==> src/rtl/rau_pkg.sv <==
// shared types and codes for the rational arithmetic unit
`timescale 1ns / 1ps
package rau_pkg;
	typedef enum logic [2:0] {
		CMD_ADD = 3'd0,
		CMD_MUL = 3'd1,
		CMD_INV = 3'd2,
		CMD_INC = 3'd3,
		CMD_EQ  = 3'd4
	} cmd_t;

	typedef enum logic [2:0] {
		OP_LOAD,
		OP_MUL,
		OP_COMBINE,
		OP_GCD_START,
		OP_GCD_STEP,
		OP_DIV_START,
		OP_DIV_STEP,
		OP_NONE
	} op_t;

	typedef struct packed {
		op_t  op;
		logic div_sel;
	} dp_cmd_t;

	typedef struct packed {
		logic gcd_done;
		logic div_done;
		logic trivial;
	} dp_stat_t;
endpackage

==> src/rtl/rau_ctrl.sv <==
// sequencer for the rational arithmetic unit
`timescale 1ns / 1ps
module rau_ctrl (
	input  logic              clk,
	input  logic              arst_n,
	input  logic              start,
	input  rau_pkg::dp_stat_t stat,
	output rau_pkg::dp_cmd_t  cmd,
	output logic              busy,
	output logic              done
);
	typedef enum logic [3:0] {
		S_IDLE, S_MUL, S_COMB, S_GSTART, S_GCD, S_D0START, S_D0, S_D1START, S_D1, S_OUT
	} state_t;
	state_t state_q;

	always_comb begin
		cmd.div_sel = 1'b0;
		case (state_q)
			S_IDLE:    cmd.op = start ? rau_pkg::OP_LOAD : rau_pkg::OP_NONE;
			S_MUL:     cmd.op = rau_pkg::OP_MUL;
			S_COMB:    cmd.op = rau_pkg::OP_COMBINE;
			S_GSTART:  cmd.op = rau_pkg::OP_GCD_START;
			S_GCD:     cmd.op = rau_pkg::OP_GCD_STEP;
			S_D0START: cmd.op = rau_pkg::OP_DIV_START;
			S_D0:      cmd.op = rau_pkg::OP_DIV_STEP;
			S_D1START: begin
				cmd.op = rau_pkg::OP_DIV_START;
				cmd.div_sel = 1'b1;
			end
			S_D1: begin
				cmd.op = rau_pkg::OP_DIV_STEP;
				cmd.div_sel = 1'b1;
			end
			default:   cmd.op = rau_pkg::OP_NONE;
		endcase
	end

	assign busy = (state_q != S_IDLE);

	always_ff @(posedge clk or negedge arst_n) begin
		if (!arst_n) begin
			state_q <= S_IDLE;
			done <= 1'b0;
		end else begin
			done <= 1'b0;
			case (state_q)
				S_IDLE:    if (start) state_q <= S_MUL;
				S_MUL:     state_q <= S_COMB;
				S_COMB:    state_q <= S_GSTART;
				S_GSTART:  begin
					if (stat.trivial) begin
						state_q <= S_IDLE;
						done <= 1'b1;
					end else begin
						state_q <= S_GCD;
					end
				end
				S_GCD:     if (stat.gcd_done) state_q <= S_D0START;
				S_D0START: state_q <= S_D0;
				S_D0:      if (stat.div_done) state_q <= S_D1START;
				S_D1START: state_q <= S_D1;
				S_D1:      if (stat.div_done) state_q <= S_OUT;
				S_OUT: begin
					state_q <= S_IDLE;
					done <= 1'b1;
				end
				default:   state_q <= S_IDLE;
			endcase
		end
	end
endmodule

==> config.mk <==
export PLATFORM = sky130hd
export DESIGN_NAME = rau_ctrl
export DESIGN_NICKNAME = d
export VERILOG_FILES = /design/src/rtl/rau_pkg.sv /design/src/rtl/rau_ctrl.sv
export SDC_FILE = /design/constraint.sdc
export NUM_CORES = 1
export LEC_CHECK = 0
export ABC_CLOCK_PERIOD_IN_PS = 1400
export BUFFER_PORTS_ARGS = -buffer_cell sky130_fd_sc_hd__buf_2
export CAP_MARGIN = 10
export CORE_AREA = 2 2 39 41
export DETAILED_ROUTE_END_ITERATION = 6
export DIE_AREA = 0 0 41 43
export HOLD_SLACK_MARGIN = 0.15
export SLEW_MARGIN = 25
export SYNTH_ARGS = -nofsm -noshare
export SYNTH_HDL_FRONTEND = slang
export SYNTH_SLANG_ARGS = --single-unit
==> constraint.sdc <==
create_clock -name clk -period 1.4 [get_ports clk]
set_input_delay 0.21 -clock clk [delete_from_list [all_inputs] [get_ports clk]]
set_output_delay 0.21 -clock clk [all_outputs]
set_load 0.01 [all_outputs]
==> metrics.txt, run 1 <==
result of the run=complete, no violations; worst slack, placed=0.135 ns; setup TNS after final layout=0 ns; maximum number of pins on one net before global-route repair=11; Period minus WS final=1.40 ns; clock network power share=13.2%; Via density=4.53; number of global-route vias before repair=312; reg2reg end=state_q[2]$_DFFE_PN0P_; largest vdd supply drop=0.659 mV; count of state elements after synthesis=5; r2r setup slk=0.25 ns; Comb pwr share=60.2%; CTS buffer count=3; Post-synth EDFFs=0; fraction of layout instances using a drive strength above 1=59.7%; Top FF cell, synth=sky130_fd_sc_hd__dfrtp_1; overall track demand over capacity in global routing=11.1%; Worst EP arrival=1.19 ns; clock insertion delay at the later pin of the skew report=0.24 ns; endpoint required time on the critical path=1.19 ns; sequence of cells on the critical path=buf_6 -> nor2_2 -> nand2_1 -> nand3b_1 -> buf_2; average detailed-routed wire length per instance=10.9 um; remaining global-route overflow=0; antenna violations before repair=0; post-synthesis cell area=335 um2; type of the worst setup path=reg2out; Finish-stage setup viols=0; area fraction of the dominant cell type after synthesis=37.3%; Num Clock Sinks=5; Switching Fraction=42.1%; Power per Cell Area=2380 mW/mm2; worst clock skew on the final layout=0.00467 ns; R2R depth=5; Worst R2R Start=state_q[0]$_DFFE_PN0P_; ranking of synthesized cells by instance count=9 x sky130_fd_sc_hd__nor2_1, 5 x sky130_fd_sc_hd__dfrtp_1, 5 x sky130_fd_sc_hd__nand2_1, 3 x sky130_fd_sc_hd__o21ai_0; transition time at the pin with the least slew margin=0.224 ns; Sequential Power Share=26.6%; Unique masters post-synth=20; number of iterations in the first detailed-routing pass=4; final hold vios=0; most frequently used cell type in the post-synthesis netlist=sky130_fd_sc_hd__nor2_1; NetSw=537 uW; buffers plus inverters on the worst setup path=2; final worst-path cycle share=99.9%; number of DRC violations after detailed-routing iteration 0=2; Worst Setup Slack, final=0.00104 ns; setup repair after global routing missed its margin=yes; post-route cell area=537 um2; count of yosys warnings during synthesis=0; growth of design area from synthesis to finish=60.1%; gate count of the mapped netlist=42; launch point of the worst hold path=stat[1]; placer congestion estimate=0.771; fillers=143; CP peak stage delay=0.46 ns; number of max-slew violations in the final report=0; met3 Use GR=5.24%; number of antenna diodes=0; x dimension of the die=41 um; antenna-violating nets left=0; Total Die Area=0.00176 mm2; GR met1 Demand/Resource=16.0%; Slew HR=85.0%; Syn Nets=48; placement-stage cell area=389 um2; met2 demand-to-capacity share in global routing=15.0%; crit path launch type=register; effective utilization at floorplan=24.2%; clock root buffer=sky130_fd_sc_hd__clkbuf_4; internal power of the cells=740 uW; critical path capture point type=primary output; startpoint of the most critical setup path=state_q[1]$_DFFE_PN0P_; number of placement rows=14; number of H-tree levels=1; register area share after synthesis=37.3%; area of the core=0.00138 mm2; Layout Nets=69; Min-Delay Path Depth=3; clock-pin slew on the worst setup and hold paths=0.05 ns; sequential standard cell area=130 um2; kind of cell adding the most delay to the critical path=flip-flops; fraction of registers with async set or reset after synthesis=100%; dominant cells by area after synthesis=sky130_fd_sc_hd__dfrtp_1 37%, sky130_fd_sc_hd__nor2_1 10%, sky130_fd_sc_hd__nand2_1 5.6%; I/O pin count=12; leakage power total=0.000251 uW; total length of routed wires=852 um; TritonCTS clock tree=built; post-layout util=38.8%; Remaining DRCs=0; hold worst-path end=state_q[0]$_DFFE_PN0P_; Max Buffers Root-to-Sink=2; most used routing layer in global routing=met1; post-DP HPWL=565 um; highest net fanout along the worst path=6; maximum achievable frequency=715 MHz; DR vias=353; total power of the final layout=1280 uW; slowest cell on the critical path=sky130_fd_sc_hd__dfrtp_2; Hold/Removal Path Class=in2reg; area used by multi-input combinational logic=215 um2; max-capacitance violation count=0; total of buffers placed on input and output ports=11; vertical extent of the die=43 um; wire length of the first global-routing pass=1350 um; cell type with the largest total area after synthesis=sky130_fd_sc_hd__dfrtp_1; Avg Inst Size Synth=7.98 um2
worst min-delay path, stage by stage:
cell                      delay (ns)
sky130_fd_sc_hd__buf_2          0.11
sky130_fd_sc_hd__nor2_1         0.08
sky130_fd_sc_hd__o32ai_1        0.08
stage by stage:
step                      cells  hold slack (ns)
final                        78            0.270
after global routing         78            0.294
after CTS                    74            0.268
after detailed placement     66           0.0305
after global placement       66           0.0288
after floorplan              42          -0.0856
power by group through the flow:
stage          clock network (uW)  logic [uW]  registers (uW)
6_report                      169         770             340
5_1_grt                       187         860             351
4_1_cts                       177         621             319
3_5_place_dp                    0         513             316
3_3_place_gp                    0         514             313
2_1_floorplan                   0         477             221
metal layers:
| metal | routed length (um) | vias to the layer above |
|---|---|---|
| met4 | 0 | 0 |
| met2 | 404 | 9 |
| met1 | 391 | 164 |
| met5 | 0 | - |
| li1 | - | 180 |
| met3 | 56 | 0 |
logic make-up (layout without fill, tap and decap cells):
family,after synthesis,after routing,synth area share (%)
DFF,5,5,37.3
buffers and inverters,6,26,10.8
and+or+nand+nor,19,19,28.0
AOI/OAI and AO/OA,10,10,18.3
xor gates and xnor gates,1,1,2.61
muxes,1,1,2.99
flip-flops by register name, summed over array words and instances, names as in the netlist:
name	cells
done	1
state_q	4
repair_timing:
action / CTS / global route
buffers inserted: 3 / 5
hold endpoints to repair: 5 / 0
hold buffers: 1 / 0
setup endpoints to repair: 4 / 5
gates resized for setup: 9 / 11
gates cloned: 0 / 0
pin swaps: 3 / 3
worst max path at each step:
stage                     endpoint  slack [ns]  cells after the start
after floorplan             cmd[2]        0.25                      4
after global placement      cmd[0]        0.13                      4
after detailed placement    cmd[0]        0.14                      4
after CTS                   cmd[1]      -0.008                      4
after global routing        cmd[2]       -0.07                      4
final                       cmd[1]       0.001                      5
layout by cell type, fill, tap and decap left out, types with 2 or more instances in the layout:
master / instances
sky130_fd_sc_hd__nand2_1: 4
sky130_fd_sc_hd__buf_6: 3
sky130_fd_sc_hd__buf_2: 11
sky130_fd_sc_hd__nand3b_1: 2
sky130_fd_sc_hd__clkbuf_4: 3
sky130_fd_sc_hd__nor2_2: 2
sky130_fd_sc_hd__nor2_1: 5
sky130_fd_sc_hd__dfrtp_2: 4
sky130_fd_sc_hd__o21ai_1: 2
sky130_fd_sc_hd__buf_4: 5
sky130_fd_sc_hd__nor2_4: 2
sky130_fd_sc_hd__inv_1: 2
layout make-up:
class / instances / share of cell area [%]
Multi-Input combinational cell: 31 / 40.1
Timing Repair Buffer: 20 / 25.4
Sequential cell: 5 / 24.2
Clock buffer: 3 / 4.20
Tap cell: 16 / 3.73
Inverter: 2 / 1.40
Clock inverter: 1 / 0.932
Note: power is estimated with default switching activity, not from simulation.
==> run 2, diff against run 1 <==
--- a/config.mk
+++ b/config.mk
@@ -6,11 +6,11 @@
 export NUM_CORES = 1
 export LEC_CHECK = 0
 export ABC_CLOCK_PERIOD_IN_PS = 1400
-export BUFFER_PORTS_ARGS = -buffer_cell sky130_fd_sc_hd__buf_2
 export CAP_MARGIN = 10
 export CORE_AREA = 2 2 39 41
 export DETAILED_ROUTE_END_ITERATION = 6
 export DIE_AREA = 0 0 41 43
+export DONT_BUFFER_PORTS = 1
 export HOLD_SLACK_MARGIN = 0.15
 export SLEW_MARGIN = 25
 export SYNTH_ARGS = -nofsm -noshare
==> metrics.txt, run 2 (synthesized netlist as in run 1, its figures left out) <==
Remaining DRCs=0; wire length of the first global-routing pass=1240 um; post-layout util=31.0%; largest registers=state_q: 4 flops, done: 1 flops; number of DRC violations after detailed-routing iteration 0=4; clock root buffer=sky130_fd_sc_hd__clkbuf_4; number of flip-flops in the largest register=4; clock-pin slew on the worst setup and hold paths=0.05 ns; clock insertion delay at the later pin of the skew report=0.24 ns; Slew HR=73.0%; final hold vios=0; largest vdd supply drop=0.493 mV; max-capacitance violation count=0; number of global-route vias before repair=276; Num Clock Sinks=5; post-DP HPWL=555 um; sequence of cells on the critical path=inv_1 -> a21oi_1 -> o21ai_1 -> buf_4; most frequent standard cell in the layout excluding fill and tap cells=sky130_fd_sc_hd__nor2_1; Finish-stage setup viols=0; critical path capture point type=primary output; kind of cell adding the most delay to the critical path=flip-flops; Max Buffers Root-to-Sink=2; endpoint required time on the critical path=1.19 ns; leakage power total=0.000186 uW; overall track demand over capacity in global routing=10.9%; setup repair after global routing missed its margin=yes; number of placement rows=14; Layout Nets=56; antenna violations before repair=0; register bank with the most flops=state_q; area of the core=0.00138 mm2; transition time at the pin with the least slew margin=0.401 ns; TritonCTS clock tree=built; average detailed-routed wire length per instance=12.1 um; effective utilization at floorplan=24.2%; total length of routed wires=784 um; fraction of layout instances using a drive strength above 1=34.7%; highest net fanout along the worst path=6; result of the run=complete, no violations; x dimension of the die=41 um; Hold/Removal Path Class=in2reg; number of H-tree levels=1; vertical extent of the die=43 um; number of iterations in the first detailed-routing pass=4; Period minus WS final=1.35 ns; growth of design area from synthesis to finish=28.0%; Power per Cell Area=2510 mW/mm2; CP peak stage delay=0.43 ns; final worst-path cycle share=96.7%; crit path launch type=register; setup TNS after final layout=0 ns; CTS buffer count=3; Via density=4.75; highest-count cells in the layout ignoring fill and taps=7 x sky130_fd_sc_hd__nor2_1, 6 x sky130_fd_sc_hd__buf_4, 5 x sky130_fd_sc_hd__nand2_1, 4 x sky130_fd_sc_hd__dfrtp_2, 3 x sky130_fd_sc_hd__clkbuf_4; number of antenna diodes=0; total of buffers placed on input and output ports=0; placer congestion estimate=0.770; worst clock skew on the final layout=0.00560 ns; buffers plus inverters on the worst setup path=2; I/O pin count=12; DR vias=309; slowest cell on the critical path=sky130_fd_sc_hd__dfrtp_2; antenna-violating nets left=0; Worst EP arrival=1.14 ns; type of the worst setup path=reg2out; number of max-slew violations in the final report=0; Total Die Area=0.00176 mm2; maximum number of pins on one net before global-route repair=11; maximum achievable frequency=739 MHz; remaining global-route overflow=0
[run 2: timing repair]
item | CTS | global route
pin swaps | 0 | 1
setup buffers | 1 | 2
cloned | 0 | 0
resized for setup | 5 | 4
endpoints found under the setup margin | 3 | 4
endpoints found under the hold margin | 5 | 0
hold buffers | 1 | 0
[run 2: power breakdown]
part	switching (uW)	internal, uW
Combinational	269	290
Clock	61.1	108
Sequential	135	215
Total	465	612
[run 2: per-stage QoR]
| stage | total power, uW | worst slack (ns) | cell area [um2] | hold WS [ns] | instances |
|---|---|---|---|---|---|
| finish | 1080 | 0.0463 | 429 | 0.177 | 65 |
| CTS | 1020 | 0.000506 | 405 | 0.181 | 63 |
| floorplan | 698 | 0.255 | 335 | -0.0856 | 42 |
| global route | 1170 | -0.0181 | 429 | 0.173 | 65 |
| detailed placement | 801 | 0.138 | 349 | -0.0854 | 57 |
| global placement | 795 | 0.147 | 349 | -0.0855 | 57 |
[run 2: area by class of cell]
type	count	area, um2
multi-input combinational	31	190
tap	16	20.0
inverter	2	7.51
clock buffer	4	26.3
timing repair buffer	7	55.1
fill	151	955
sequential	5	130
[run 2: path summary, 6_finish.rpt]
kind,start,to,slack (ns),cells after the start
min reg2reg,state_q[3]$_DFFE_PN0P_,state_q[1]$_DFFE_PN0P_,0.55,1
min,stat[1],state_q[0]$_DFFE_PN0P_,0.18,2
max in group asynchronous,arst_n,state_q[3]$_DFFE_PN0P_,0.95,1
max,state_q[2]$_DFFE_PN0P_,cmd[2],0.05,4
max reg2reg,state_q[2]$_DFFE_PN0P_,state_q[0]$_DFFE_PN0P_,0.30,4
min in group asynchronous,arst_n,state_q[1]$_DFFE_PN0P_,0.25,1
[run 2: metal layers]
layer / GRT usage, % / up-vias / wire (um)
met2: 14.1 / 10 / 396
met4: 8.00 / 0 / 12
met3: 4.19 / 2 / 64
met1: 13.9 / 144 / 311
met5: 0 / - / 0
li1: - / 153 / -
